File: src/sv/pfs_pkg.sv
// Shared types and constants of the printf conversion specification parser.
`timescale 1ns / 1ps

package pfs_pkg;

	localparam int S_TDATA_W = 40;
	localparam int M_TDATA_W = 80;
	localparam int CHAR_W    = 8;
	localparam int ARG_W     = 32;
	localparam int MAG_W     = 31;
	localparam int FW_W      = 31;
	localparam int PREC_W    = 32;
	localparam int LMOD_W    = 3;

	localparam logic [CHAR_W-1:0] CH_ZERO  = 8'h30;
	localparam logic [CHAR_W-1:0] CH_NINE  = 8'h39;
	localparam logic [CHAR_W-1:0] CH_STAR  = 8'h2A;
	localparam logic [CHAR_W-1:0] CH_DOT   = 8'h2E;
	localparam logic [CHAR_W-1:0] CH_HASH  = 8'h23;
	localparam logic [CHAR_W-1:0] CH_PLUS  = 8'h2B;
	localparam logic [CHAR_W-1:0] CH_MINUS = 8'h2D;
	localparam logic [CHAR_W-1:0] CH_SPACE = 8'h20;
	localparam logic [CHAR_W-1:0] CH_H     = 8'h68;
	localparam logic [CHAR_W-1:0] CH_L     = 8'h6C;
	localparam logic [CHAR_W-1:0] CH_BIGL  = 8'h4C;
	localparam logic [CHAR_W-1:0] CH_J     = 8'h6A;
	localparam logic [CHAR_W-1:0] CH_Z     = 8'h7A;

	// length modifier codes
	localparam logic [LMOD_W-1:0] LM_NONE = 3'd0;
	localparam logic [LMOD_W-1:0] LM_HH   = 3'd1;
	localparam logic [LMOD_W-1:0] LM_H    = 3'd2;
	localparam logic [LMOD_W-1:0] LM_L    = 3'd3;
	localparam logic [LMOD_W-1:0] LM_LL   = 3'd4;
	localparam logic [LMOD_W-1:0] LM_J    = 3'd5;
	localparam logic [LMOD_W-1:0] LM_Z    = 3'd6;
	localparam logic [LMOD_W-1:0] LM_BIGL = 3'd7;

	typedef enum logic [3:0] {
		C_MINUS, C_PLUS, C_SPACE, C_HASH, C_ZERO, C_DIGIT, C_STAR, C_DOT,
		C_H, C_L, C_J, C_Z, C_BIGL, C_OTHER
	} cls_t;

	typedef struct packed {
		logic             start;
		cls_t             cls;
		logic             is_digit;
		logic [3:0]       digit;
		logic             star_neg;
		logic [MAG_W-1:0] star_mag;  // magnitude, already saturated
	} item_t;

endpackage

File: src/sv/printf_format_spec_parser.sv
// Top level of the printf conversion specification parser.
`timescale 1ns / 1ps
//
// Feed the characters after a '%' one word per cycle on the s_ channel; set
// s_tuser on the first of them to clear the parse state. Each input word
// gives exactly one result word on the m_ channel: whether the character was
// consumed, whether the specifier has ended (that character is then the
// conversion), the flags, field width, precision (all ones for none) and
// length modifier as they stand after the character.
// Results are registered: an accepted word passes through the queue and then
// the result register, and a receiver stall can hold it in between. Throughput
// is one word per cycle while the receiver keeps up, set by the parse step
// (phase decode plus one saturating multiply-by-ten and add) in the back end.
// The front end classifies characters and saturates star arguments into a
// two-entry queue; the back end pops it whenever its result register is free
// or being taken. When the receiver stalls the result is held, the queue
// fills and s_tready drops once both entries are full.
// Reset empties the queue, drops m_tvalid and puts the parser into the flags
// phase with no precision and no modifier.

module printf_format_spec_parser #(
	parameter int COUNT_BITS = 31
) (
	input  logic                              clk,
	input  logic                              arst_n,
	input  logic                              s_tvalid,
	output logic                              s_tready,
	// [7:0] character, [39:8] star_arg
	input  logic [pfs_pkg::S_TDATA_W-1:0]     s_tdata,
	// [0] start_req
	input  logic                              s_tuser,
	output logic                              m_tvalid,
	input  logic                              m_tready,
	// [0] consumed, [1] done_res, [2] left_align, [3] force_sign,
	// [4] space_sign, [5] zero_pad, [6] alt_form, [37:7] field_width,
	// [69:38] precision, [72:70] length_mod, [79:73] zero
	output logic [pfs_pkg::M_TDATA_W-1:0]     m_tdata
);
	import pfs_pkg::*;

	item_t head;
	logic  head_valid;
	logic  head_pop;

	// classify and queue
	pfs_front #(
		.COUNT_BITS (COUNT_BITS)
	) u_front (
		.clk        (clk),
		.arst_n     (arst_n),
		.in_valid   (s_tvalid),
		.in_ready   (s_tready),
		.start      (s_tuser),
		.chr        (s_tdata[CHAR_W-1:0]),
		.arg        (s_tdata[CHAR_W+ARG_W-1:CHAR_W]),
		.head_valid (head_valid),
		.head_pop   (head_pop),
		.head       (head)
	);

	// advance the parse state and hold the result word
	pfs_back #(
		.COUNT_BITS (COUNT_BITS)
	) u_back (
		.clk        (clk),
		.arst_n     (arst_n),
		.head_valid (head_valid),
		.head_pop   (head_pop),
		.head       (head),
		.out_valid  (m_tvalid),
		.out_ready  (m_tready),
		.out_data   (m_tdata)
	);

endmodule

File: src/sv/pfs_front.sv
// Front end: classifies each incoming character and queues it for the back end.
`timescale 1ns / 1ps

module pfs_front #(
	parameter int COUNT_BITS = 31
) (
	input  logic                           clk,
	input  logic                           arst_n,
	input  logic                           in_valid,
	output logic                           in_ready,
	input  logic                           start,
	input  logic [pfs_pkg::CHAR_W-1:0]     chr,
	input  logic [pfs_pkg::ARG_W-1:0]      arg,
	output logic                           head_valid,
	input  logic                           head_pop,
	output pfs_pkg::item_t                 head
);
	import pfs_pkg::*;

	localparam int DEPTH = 2;
	localparam int CNT_W = $clog2(DEPTH + 1);
	localparam int PTR_W = $clog2(DEPTH);

	item_t                  cls_item;
	logic [ARG_W-1:0]       mag;
	logic [COUNT_BITS-1:0]  mag_sat;
	item_t                  mem_q [DEPTH];
	logic [PTR_W-1:0]       wr_ptr_q;
	logic [PTR_W-1:0]       rd_ptr_q;
	logic [CNT_W-1:0]       count_q;
	logic                   push;
	logic                   pop;

	// star argument magnitude; the most negative value gives 2^31
	assign mag     = arg[ARG_W-1] ? (~arg + ARG_W'(1)) : arg;
	assign mag_sat = (mag[ARG_W-1:COUNT_BITS] != '0) ? '1 : mag[COUNT_BITS-1:0];

	always_comb begin
		cls_item.start    = start;
		cls_item.is_digit = (chr >= CH_ZERO) && (chr <= CH_NINE);
		cls_item.digit    = 4'(chr - CH_ZERO);
		cls_item.star_neg = arg[ARG_W-1];
		cls_item.star_mag = MAG_W'(mag_sat);
		if (chr == CH_MINUS)          cls_item.cls = C_MINUS;
		else if (chr == CH_PLUS)      cls_item.cls = C_PLUS;
		else if (chr == CH_SPACE)     cls_item.cls = C_SPACE;
		else if (chr == CH_HASH)      cls_item.cls = C_HASH;
		else if (chr == CH_ZERO)      cls_item.cls = C_ZERO;
		else if (cls_item.is_digit)   cls_item.cls = C_DIGIT;
		else if (chr == CH_STAR)      cls_item.cls = C_STAR;
		else if (chr == CH_DOT)       cls_item.cls = C_DOT;
		else if (chr == CH_H)         cls_item.cls = C_H;
		else if (chr == CH_L)         cls_item.cls = C_L;
		else if (chr == CH_J)         cls_item.cls = C_J;
		else if (chr == CH_Z)         cls_item.cls = C_Z;
		else if (chr == CH_BIGL)      cls_item.cls = C_BIGL;
		else                          cls_item.cls = C_OTHER;
	end

	assign in_ready   = (count_q != CNT_W'(DEPTH));
	assign push       = in_valid && in_ready;
	assign head_valid = (count_q != '0);
	assign pop        = head_pop && head_valid;
	assign head       = mem_q[rd_ptr_q];

	always_ff @(posedge clk) begin
		if (push) begin
			mem_q[wr_ptr_q] <= cls_item;
		end
	end

	always_ff @(posedge clk or negedge arst_n) begin
		if (!arst_n) begin
			wr_ptr_q <= '0;
			rd_ptr_q <= '0;
			count_q  <= '0;
		end else begin
			if (push) begin
				wr_ptr_q <= wr_ptr_q + PTR_W'(1);
			end
			if (pop) begin
				rd_ptr_q <= rd_ptr_q + PTR_W'(1);
			end
			count_q <= count_q + CNT_W'(push) - CNT_W'(pop);
		end
	end

endmodule

File: src/sv/pfs_back.sv
// Back end: parse state machine and registered result word.
`timescale 1ns / 1ps

module pfs_back #(
	parameter int COUNT_BITS = 31
) (
	input  logic                            clk,
	input  logic                            arst_n,
	input  logic                            head_valid,
	output logic                            head_pop,
	input  pfs_pkg::item_t                  head,
	output logic                            out_valid,
	input  logic                            out_ready,
	output logic [pfs_pkg::M_TDATA_W-1:0]   out_data
);
	import pfs_pkg::*;

	localparam int ACC_W = COUNT_BITS + 4;

	typedef enum logic [3:0] {
		PH_FLAGS, PH_WDIG, PH_WSTAR, PH_PSTART, PH_PDIG, PH_PSTAR,
		PH_MOD_H, PH_MOD_L, PH_MOD_LL, PH_MOD_JZL, PH_END
	} phase_t;

	// flag bit positions
	localparam int FB_MINUS = 0;
	localparam int FB_PLUS  = 1;
	localparam int FB_SPACE = 2;
	localparam int FB_ZERO  = 3;
	localparam int FB_HASH  = 4;

	phase_t                 phase_q, phase_d, cur_phase, mod_phase;
	logic [4:0]             flags_q, flags_d, cur_flags;
	logic [COUNT_BITS-1:0]  width_q, width_d, cur_width;
	logic                   pnone_q, pnone_d, cur_pnone;
	logic [COUNT_BITS-1:0]  pval_q, pval_d, cur_pval;
	logic [LMOD_W-1:0]      lmod_q, lmod_d, cur_lmod, mod_code;
	logic                   consumed_q, took, mod_took;
	logic                   out_valid_q;
	logic [2:0]             lvl;
	logic [COUNT_BITS-1:0]  acc_base, acc_sat, star_val;
	logic [ACC_W-1:0]       acc_full;
	logic [PREC_W-1:0]      prec_out;

	assign head_pop = head_valid && (!out_valid_q || out_ready);
	assign star_val = head.star_mag[COUNT_BITS-1:0];

	// start of a new specifier clears the parse state first
	always_comb begin
		if (head.start) begin
			cur_phase = PH_FLAGS;
			cur_flags = '0;
			cur_width = '0;
			cur_pnone = 1'b1;
			cur_pval  = '0;
			cur_lmod  = LM_NONE;
		end else begin
			cur_phase = phase_q;
			cur_flags = flags_q;
			cur_width = width_q;
			cur_pnone = pnone_q;
			cur_pval  = pval_q;
			cur_lmod  = lmod_q;
		end
	end

	// decimal accumulate: base * 10 + digit, saturating
	always_comb begin
		case (cur_phase)
			PH_WDIG: acc_base = cur_width;
			PH_PDIG: acc_base = cur_pval;
			default: acc_base = '0;
		endcase
		acc_full = ACC_W'({acc_base, 3'b000}) + ACC_W'({acc_base, 1'b0})
			+ ACC_W'(head.digit);
		acc_sat  = (acc_full[ACC_W-1:COUNT_BITS] != '0) ? '1 : acc_full[COUNT_BITS-1:0];
	end

	// length modifier chain
	always_comb begin
		case (cur_phase)
			PH_MOD_H:   lvl = 3'd1;
			PH_MOD_L:   lvl = 3'd2;
			PH_MOD_LL:  lvl = 3'd3;
			PH_MOD_JZL: lvl = 3'd4;
			default:    lvl = 3'd0;
		endcase
		mod_took  = 1'b1;
		mod_code  = cur_lmod;
		mod_phase = PH_END;
		if (lvl == 3'd0 && head.cls == C_H) begin
			mod_code  = LM_H;
			mod_phase = PH_MOD_H;
		end else if (lvl == 3'd1 && head.cls == C_H) begin
			mod_code  = LM_HH;
			mod_phase = PH_MOD_L;
		end else if (lvl <= 3'd2 && head.cls == C_L) begin
			mod_code  = LM_L;
			mod_phase = PH_MOD_LL;
		end else if (lvl == 3'd3 && head.cls == C_L) begin
			mod_code  = LM_LL;
			mod_phase = PH_MOD_JZL;
		end else if (head.cls == C_J) begin
			mod_code = LM_J;
		end else if (head.cls == C_Z) begin
			mod_code = LM_Z;
		end else if (head.cls == C_BIGL) begin
			mod_code = LM_BIGL;
		end else begin
			mod_took = 1'b0;
		end
	end

	always_comb begin
		phase_d = cur_phase;
		flags_d = cur_flags;
		width_d = cur_width;
		pnone_d = cur_pnone;
		pval_d  = cur_pval;
		lmod_d  = cur_lmod;
		took    = 1'b0;
		case (cur_phase)
			PH_FLAGS, PH_WDIG, PH_WSTAR: begin
				if (cur_phase == PH_FLAGS && head.cls == C_MINUS) begin
					flags_d[FB_MINUS] = 1'b1;
					took = 1'b1;
				end else if (cur_phase == PH_FLAGS && head.cls == C_PLUS) begin
					flags_d[FB_PLUS] = 1'b1;
					took = 1'b1;
				end else if (cur_phase == PH_FLAGS && head.cls == C_SPACE) begin
					flags_d[FB_SPACE] = 1'b1;
					took = 1'b1;
				end else if (cur_phase == PH_FLAGS && head.cls == C_HASH) begin
					flags_d[FB_HASH] = 1'b1;
					took = 1'b1;
				end else if (cur_phase == PH_FLAGS && head.cls == C_ZERO) begin
					flags_d[FB_ZERO] = 1'b1;
					took = 1'b1;
				end else if (cur_phase != PH_WSTAR && head.is_digit) begin
					width_d = acc_sat;
					phase_d = PH_WDIG;
					took    = 1'b1;
				end else if (cur_phase == PH_FLAGS && head.cls == C_STAR) begin
					if (head.star_neg) begin
						flags_d[FB_MINUS] = 1'b1;
					end
					width_d = star_val;
					phase_d = PH_WSTAR;
					took    = 1'b1;
				end else if (head.cls == C_DOT) begin
					pnone_d = 1'b0;
					pval_d  = '0;
					phase_d = PH_PSTART;
					took    = 1'b1;
				end else begin
					lmod_d  = mod_code;
					phase_d = mod_phase;
					took    = mod_took;
				end
			end
			PH_PSTART, PH_PDIG, PH_PSTAR: begin
				if (cur_phase == PH_PSTART && head.cls == C_STAR) begin
					pnone_d = head.star_neg;
					pval_d  = head.star_neg ? '0 : star_val;
					phase_d = PH_PSTAR;
					took    = 1'b1;
				end else if (cur_phase != PH_PSTAR && head.is_digit) begin
					pval_d  = acc_sat;
					phase_d = PH_PDIG;
					took    = 1'b1;
				end else begin
					lmod_d  = mod_code;
					phase_d = mod_phase;
					took    = mod_took;
				end
			end
			PH_MOD_H, PH_MOD_L, PH_MOD_LL, PH_MOD_JZL: begin
				lmod_d  = mod_code;
				phase_d = mod_phase;
				took    = mod_took;
			end
			default: begin
				phase_d = PH_END;
				took    = 1'b0;
			end
		endcase
	end

	always_ff @(posedge clk or negedge arst_n) begin
		if (!arst_n) begin
			phase_q     <= PH_FLAGS;
			flags_q     <= '0;
			width_q     <= '0;
			pnone_q     <= 1'b1;
			pval_q      <= '0;
			lmod_q      <= LM_NONE;
			consumed_q  <= 1'b0;
			out_valid_q <= 1'b0;
		end else begin
			if (head_pop) begin
				phase_q     <= phase_d;
				flags_q     <= flags_d;
				width_q     <= width_d;
				pnone_q     <= pnone_d;
				pval_q      <= pval_d;
				lmod_q      <= lmod_d;
				consumed_q  <= took;
				out_valid_q <= 1'b1;
			end else if (out_ready) begin
				out_valid_q <= 1'b0;
			end
		end
	end

	assign prec_out  = pnone_q ? '1 : PREC_W'(pval_q);
	assign out_valid = out_valid_q;
	assign out_data  = {7'b0, lmod_q, prec_out, FW_W'(width_q),
		flags_q[FB_HASH],
		flags_q[FB_ZERO] & ~flags_q[FB_MINUS],
		flags_q[FB_SPACE] & ~flags_q[FB_PLUS],
		flags_q[FB_PLUS],
		flags_q[FB_MINUS],
		~consumed_q,
		consumed_q};

endmodule
File: config.mk
export PLATFORM = sky130hd
export DESIGN_NAME = printf_format_spec_parser
export DESIGN_NICKNAME = d
export VERILOG_FILES = /design/src/sv/pfs_pkg.sv /design/src/sv/printf_format_spec_parser.sv /design/src/sv/pfs_front.sv /design/src/sv/pfs_back.sv
export SDC_FILE = /design/constraint.sdc
export NUM_CORES = 1
export LEC_CHECK = 0
export BUFFER_PORTS_ARGS = -buffer_cell sky130_fd_sc_hd__buf_2
export CAP_MARGIN = 15
export CORE_MARGIN = 5
export CORE_UTILIZATION = 60
export CTS_CLUSTER_DIAMETER = 120
export DETAILED_ROUTE_END_ITERATION = 6
export GPL_TIMING_DRIVEN = 0
export PLACE_DENSITY = 0.85
export SYNTH_ARGS = -nofsm -noshare
export SYNTH_HDL_FRONTEND = slang
export SYNTH_SLANG_ARGS = --single-unit
File: constraint.sdc
create_clock -name clk -period 7.1 [get_ports clk]
set_input_delay 1.065 -clock clk [delete_from_list [all_inputs] [get_ports clk]]
set_output_delay 1.065 -clock clk [all_outputs]
set_load 0.1 [all_outputs]
; After elaboration in Yosys (flattened, before gate mapping)
; Memory sizes are Yosys's and may differ from the RTL's.
; Cells that the tools add are included.
[word_totals]
mem_bits_rw = 84
mem_count = 1
output_inout_bits = 82
elab_cells = 221
register_bits = 81
[memory_table]
columns = memory, words, word_bits, read_ports, rd_clocked_by_memory_dff, wr, line
row1 = u_front.mem_q, 2, 42, 1, 0, 1, pfs_front.sv:27  ; item_t mem_q [DEPTH];
[op_classes]
reduce_logical = 28
magnitude_cmp = 3
bitwise = 6
add_sub_neg = 8
n_mux = 127
n_eq_ne = 37
[op_table]
columns = cell, n
row1 = 31-bit two-way mux, 23
row2 = 31-bit one-hot mux with 2 select lines, 2
row3 = 4-bit two-way mux, 27
row4 = 32-bit two-way mux, 2
row5 = 3-bit two-way mux, 19
row6 = "8-bit by 6-bit equality test with 1-bit output, second input constant", 7
row7 = 1-bit two-way mux, 45
row8 = "8-bit by 7-bit equality test with 1-bit output, second input constant", 5
row9 = 34-bit by 32-bit adder with 35-bit output, 1
row10 = 35-bit by 4-bit adder with 35-bit output, 1
row11 = "32-bit by 1-bit adder with 32-bit output, second input constant", 1
row12 = 32-bit inverter, 1
row13 = "4-bit by 3-bit equality test with 1-bit output, second input constant", 7
row14 = "4-bit equality test, second input constant", 7
row15 = 1-bit logical AND, 17
row16 = "4-bit by 2-bit equality test with 1-bit output, second input constant", 4
row17 = 3-bit one-hot mux with 4 select lines, 1
row18 = 4-bit one-hot mux with 3 select lines, 1
row19 = 5-bit two-way mux, 2
row20 = 3-bit one-hot mux with 3 select lines, 1
row21 = "4-bit by 1-bit equality test with 1-bit output, second input constant", 2
row22 = "8-bit by 6-bit >= comparator with 1-bit output, second input constant", 1
row23 = "8-bit by 6-bit <= comparator with 1-bit output, second input constant", 1
row24 = 4-bit zero test, 2
row25 = 22 further kinds, 29

; Longest topological paths before layout
; An unclocked memory read counts as a cell.
[logic_depth]
word_depth = 19
depth_mapped = 19
depth_no_buf = 15

; Modules after synthesis
; From an unflattened synthesis, not the netlist that was laid out.
[hier_totals]
hier_cells = 1259
area_unflattened_um2 = 11731.3
[modules_own_cells]
columns = module, instances, area_each_um2, cells_each
row1 = pfs_back, 1, 7170.6, 885
row2 = pfs_front, 1, 4560.6, 374

; Least setup slack after synthesis
; No wires, ideal clock.
[synth_timing]
path_kind = register to register
from = reg u_front.rd_ptr_q
to = reg u_back.width_q[14]
setup_time_ps = 122
n_path_buf = 6
arrival_time_ps = 4843
path_slack_ps = 2136
path_stages_with_launch = 18
period_less_slack_ps = 4964
cell_sequence = dfrtp_1 > buf_2 > buf_2 > buf_2 > buf_1 > mux2_2 > fa_1 > fa_1 > a211o_1 > a211oi_2 > o31ai_1 > a211o_1 > o2bb2ai_1 > a211oi_2 > buf_4 > buf_4 > nand4_1 > a32o_1
[synth_between]
elab_chain_len = 15
word_cells_on_any_way = 36
cone_classes = 2 x add/sub / 9 x eq/ne / 13 x mux / 11 x reduce/logical / 1 x memory
[synth_rtl]
columns = element, line
row1 = from (decl), pfs_front.sv:29  ; logic [PTR_W-1:0] rd_ptr_q;
row2 = from (signal assigned), pfs_front.sv:82  ; rd_ptr_q <= rd_ptr_q + PTR_W'(1);
row3 = memory read 2 x 42 bit (*), n/a
row4 = 4-bit two-way mux, pfs_back.sv:50  ; if (head.start) begin
row5 = 4-bit by 3-bit equality test with 1-bit output / 4-bit by 1-bit equality test with 1-bit output (equally long branches), "pfs_back.sv:69, pfs_back.sv:122"
row6 = 31-bit one-hot mux with 2 select lines, pfs_back.sv:69  ; case (cur_phase)
row7 = 34-bit by 32-bit adder with 35-bit output, pfs_back.sv:74  ; acc_full = ACC_W'({acc_base, 3'b000}) + ACC_W'({acc_base, 1'b0})
row8 = 35-bit by 4-bit adder with 35-bit output, pfs_back.sv:75  ; + ACC_W'(head.digit);
row9 = 4-bit nonzero test, pfs_back.sv:76  ; acc_sat = (acc_full[ACC_W-1:COUNT_BITS] != '0) ? '1 : acc_full[COUNT_BITS-1:0];
row10 = 31-bit two-way mux, pfs_back.sv:76
row11 = 31-bit two-way mux, pfs_back.sv:139  ; end else if (cur_phase != PH_WSTAR && head.is_digit) begin
row12 = 31-bit two-way mux, pfs_back.sv:136  ; end else if (cur_phase == PH_FLAGS && head.cls == C_ZERO) begin
row13 = 31-bit two-way mux, pfs_back.sv:133  ; end else if (cur_phase == PH_FLAGS && head.cls == C_HASH) begin
row14 = 31-bit two-way mux, pfs_back.sv:130  ; end else if (cur_phase == PH_FLAGS && head.cls == C_SPACE) begin
row15 = 31-bit two-way mux, pfs_back.sv:127  ; end else if (cur_phase == PH_FLAGS && head.cls == C_PLUS) begin
row16 = 31-bit two-way mux, pfs_back.sv:124  ; if (cur_phase == PH_FLAGS && head.cls == C_MINUS) begin
row17 = 31-bit two-way mux (*), pfs_back.sv:122  ; case (cur_phase)
row18 = to (signal assigned), pfs_back.sv:203  ; width_q <= width_d;
row19 = to (decl), pfs_back.sv:34  ; logic [COUNT_BITS-1:0] width_q, width_d, cur_width;
; Mark *: on every way between the ends. The rest lies on a longest branch, timed or not.
; A chain may end at the register's enable or synchronous reset.

; Worst setup path after layout
; Same ends and word-level chain as after synthesis.

==> results.py <==
metrics = {
    "status": {
        "run_status": "finished, final reports clean",
    },
    "route": {
        "antenna_left": 0,
        "detail_route.wirelength_mm": 36.8,
        "drt_first_iter_violations": 1335,
        "routed_wire_length_per_instance_um": 22.2,
        "vias_per_cell": 6.62,
        "routed-via-count": 10957,
        "drt_pre_antenna_iters": 6,
        "drt_drc_violations_left": 0,
    },
    "finish": {
        "final-seq-area_um2": 4550,
        "final.fill_count": 1544,
        "layoutNonFillerInstCount": 1655,
        "finish.net_count": 1488,
        "antenna_cells_inserted": 0,
        "layout.cells.most_common_list": "sky130_fd_sc_hd__buf_2 (127), sky130_fd_sc_hd__nand2_1 (111), sky130_fd_sc_hd__nor2_1 (94), sky130_fd_sc_hd__edfxtp_1 (84), sky130_fd_sc_hd__dfrtp_1 (80)",
        "final_layout_size_suffix_gt1_share_pct": 17.4,
        "mostFrequentLayoutCell": "sky130_fd_sc_hd__buf_2",
        "multiInputGateArea_um2": 6670,
        "synthToLayoutAreaGrowth_pct": 13.5,
    },
    "grt": {
        "first_global_vias": 10352,
        "antenna_found_initial": 0,
        "grt.total_usage_pct": 32.9,
        "globalRouteOverflowTotal": 0,
        "grt_first_pass_wirelength_mm": 57.1,
        "maximum_number_of_pins_on_one_net_before_global_route_repair": 68,
    },
    "clock_tree": {
        "cts_buffer_depth": 2,
        "post-cts-setup-buffers": 0,
        "clock_tree_from_tritoncts": "done",
        "cts_hold_buffers": 0,
        "ctsResizeCount": 0,
        "clock_latency_ns": 0.44,
        "clk_transition_reported_paths_ns": 0.07,
        "clock_buffer_count_from_cts": 17,
        "htree_num_levels": 4,
        "root_buffer": "sky130_fd_sc_hd__clkbuf_16",
        "clock-sinks": 165,
    },
    "worst_setup_path": {
        "cp.arrival_ns": 6.72,
        "critical_path_class": "reg -> reg",
        "critical_path.max_fanout": 10,
        "required_ns": 7.43,
        "worstSetupEndpointType": "register",
        "timing.critical_path.from_type": "register",
    },
    "sta": {
        "slew_headroom_pct": 35.7,
        "grt_setup_unrepaired": "false",
        "clock.fmax_mhz": 157,
        "report.final.hold_viol_count": 0,
        "finClkSkew_ns": 0.0107,
        "timing.setup.tns_ns": 0,
        "post-route-min-period_ns": 6.39,
        "worst_margin_slew_ns": 0.958,
        "final-setup-viol-count": 0,
        "final_critical_path_share_of_the_clock_period_pct": 90.0,
        "report.final.slew_viol_count": 0,
    },
    "synthesis": {
        "synth-edff-count": 84,
        "synth_flop_cell": "sky130_fd_sc_hd__edfxtp_1",
        "synth_top_cells_by_area": "sky130_fd_sc_hd__edfxtp_1 (22%), sky130_fd_sc_hd__dfrtp_1 (17%), sky130_fd_sc_hd__ha_1 (6.8%)",
        "postSynth.asyncResetShare_pct": 49.1,
        "yosys.cell_types.count": 82,
        "syn-cell-area_um2": 11700,
        "synth_area_leader_cell": "sky130_fd_sc_hd__edfxtp_1",
        "synthCells": 1231,
        "post-synth-top-area-fraction_pct": 21.6,
        "post_synth.cell_area_avg_um2": 9.50,
        "synth_seq_cells": 165,
        "ys_seq_area_share_pct": 38.9,
        "synth_warnings": 0,
    },
    "floorplanning": {
        "die_h_um": 150,
        "fp.dieArea_um2": 22400,
        "initial_utilization_pct": 60.5,
        "core_area_um2": 19300,
        "die-width_um": 150,
        "rows": 51,
        "io_pins": 127,
    },
    "power": {
        "leakage_nw": 6.06,
        "clock_power_share_pct": 16.2,
        "power.ir.vdd_worst_v": 0.000325,
        "power_frac_seq_pct": 25.3,
        "internal-power_mw": 2.49,
        "switching_power_mw": 3.09,
        "pwr-share-comb_pct": 58.5,
        "pd_cells_nw_per_um2": 420,
        "sw_frac_of_total_pct": 55.3,
    },
    "hold_path": {
        "hp-class": "in -> async",
    },
    "job": {
        "max_cap_violations": 0,
    },
    "placed_design": {
        "numPlacedInstances": 1623,
        "gp_routability_congestion": 0.988,
        "dp_hpwl_mm": 28.1,
        "port-buffer-count": 118,
    },
}
==> cells in the mapped netlist (14+ instances only) <==
cell and instances:
sky130_fd_sc_hd__a21oi_1 79, sky130_fd_sc_hd__a221o_1 40, sky130_fd_sc_hd__a22o_1 52, sky130_fd_sc_hd__a31oi_1 30, sky130_fd_sc_hd__buf_4 14, sky130_fd_sc_hd__clkbuf_1 55, sky130_fd_sc_hd__dfrtp_1 80, sky130_fd_sc_hd__edfxtp_1 84
sky130_fd_sc_hd__ha_1 64, sky130_fd_sc_hd__inv_1 23, sky130_fd_sc_hd__mux2i_1 38, sky130_fd_sc_hd__nand2_1 111, sky130_fd_sc_hd__nand2b_1 16, sky130_fd_sc_hd__nand3_1 43, sky130_fd_sc_hd__nand4_1 29, sky130_fd_sc_hd__nor2_1 95
sky130_fd_sc_hd__nor3_1 19, sky130_fd_sc_hd__o21ai_0 54, sky130_fd_sc_hd__o31ai_1 15, sky130_fd_sc_hd__or2_2 36, sky130_fd_sc_hd__xnor2_1 18, sky130_fd_sc_hd__xor2_1 38
==> flip-flops by register name, summed over array words and instances, names as in the netlist <==
signal and cells:
u_front.count_q 2, u_front.wr_ptr_q 1, u_back.width_q 31, u_back.consumed_q 1, u_back.lmod_q 3, u_back.out_valid 1, u_front.rd_ptr_q 1, u_back.phase_q 4
u_back.pnone_q 1, u_back.flags_q 5, u_back.pval_q 31, u_front.mem_q 84
==> critical path, cell delays in order, from the launching register on <==
cell,delay [ns]
sky130_fd_sc_hd__dfrtp_1,0.33
sky130_fd_sc_hd__buf_2,0.21
sky130_fd_sc_hd__mux2i_2,0.52
sky130_fd_sc_hd__nand2_1,0.23
sky130_fd_sc_hd__nor2_1,0.38
sky130_fd_sc_hd__clkbuf_1,0.44
sky130_fd_sc_hd__a22o_1,0.33
sky130_fd_sc_hd__fa_1,0.49
sky130_fd_sc_hd__fa_1,0.49
sky130_fd_sc_hd__a211o_1,0.32
sky130_fd_sc_hd__a211oi_2,0.31
sky130_fd_sc_hd__o31ai_1,0.25
sky130_fd_sc_hd__a21o_1,0.29
sky130_fd_sc_hd__o221ai_1,0.21
sky130_fd_sc_hd__a211o_1,0.26
sky130_fd_sc_hd__clkbuf_1,0.44
sky130_fd_sc_hd__buf_2,0.36
sky130_fd_sc_hd__nand4_1,0.14
sky130_fd_sc_hd__a32o_1,0.26
==> per-layer routing <==
metal | vias up | wire length (um) | track usage [%] | share of wire [%]
li1 | 4988 | - | - | -
met1 | 5183 | 14800 | 43.8 | 40
met2 | 679 | 17100 | 53.7 | 47
met3 | 107 | 3870 | 8.00 | 11
met4 | 0 | 1050 | 9.57 | 2.9
met5 | - | 0 | 0 | 0
==> power by group through the flow <==
| stage | logic, mW | registers [mW] | clock network, mW |
|---|---|---|---|
| global placement | 3.15 | 1.42 | 0 |
| floorplan | 2.06 | 1.84 | 0 |
| detailed placement | 3.21 | 1.42 | 0 |
| global route | 3.41 | 1.43 | 0.948 |
| finish | 3.27 | 1.41 | 0.902 |
| CTS | 3.22 | 1.41 | 0.906 |
==> final cells by class <==
class / count / area share [%]
Multi-Input combinational cell: 960 / 50.2
Buffer: 89 / 3.18
Tap cell: 265 / 2.50
Clock inverter: 13 / 0.924
Sequential cell: 165 / 34.3
Inverter: 23 / 0.650
Timing Repair Buffer: 121 / 4.98
Clock buffer: 19 / 3.26
==> through the flow <==
stage	power, mW	hold slack (ns)	setup WS [ns]	util, %	instance area [um^2]
after global routing	5.78	0.499	0.371	68.7	13300
after CTS	5.53	0.488	0.893	68.7	13300
after global placement	4.56	0.473	0.868	65.4	12600
after detailed placement	4.63	0.492	0.954	65.8	12700
after floorplan	3.89	0.458	2.14	-	11700
final	5.58	0.490	0.713	68.7	13300
==> final timing paths <==
path                                         from                  to  slack (ns)  cells past startpoint
worst max-delay path             u_front.rd_ptr_q  u_back.width_q[14]        0.71                     18
min in group clk                u_back.flags_q[2]   u_back.flags_q[2]        0.50                      1
worst min register to register  u_back.flags_q[2]   u_back.flags_q[2]        0.50                      1
worst min-delay path                       arst_n   u_back.phase_q[2]        0.49                      1
worst max register to register   u_front.rd_ptr_q  u_back.width_q[14]        0.71                     18
max in group asynchronous                  arst_n      u_back.pnone_q        5.95                      2
==> logic make-up (layout without fill, tap and decap cells) <==
logic type      after synthesis  after routing  synth area share [%]
flops                       165            165                  38.9
simple gates                413            413                  18.1
other cells                   1              7                0.0321
compound gates              374            374                  23.4
mux                          44             44                  3.85
fa+ha+maj                    66             66                  7.19
xor+xnor                     56             56                  4.19
buf+inv                     112            265                  4.34
No activity file was read; power rests on OpenSTA's default activity.
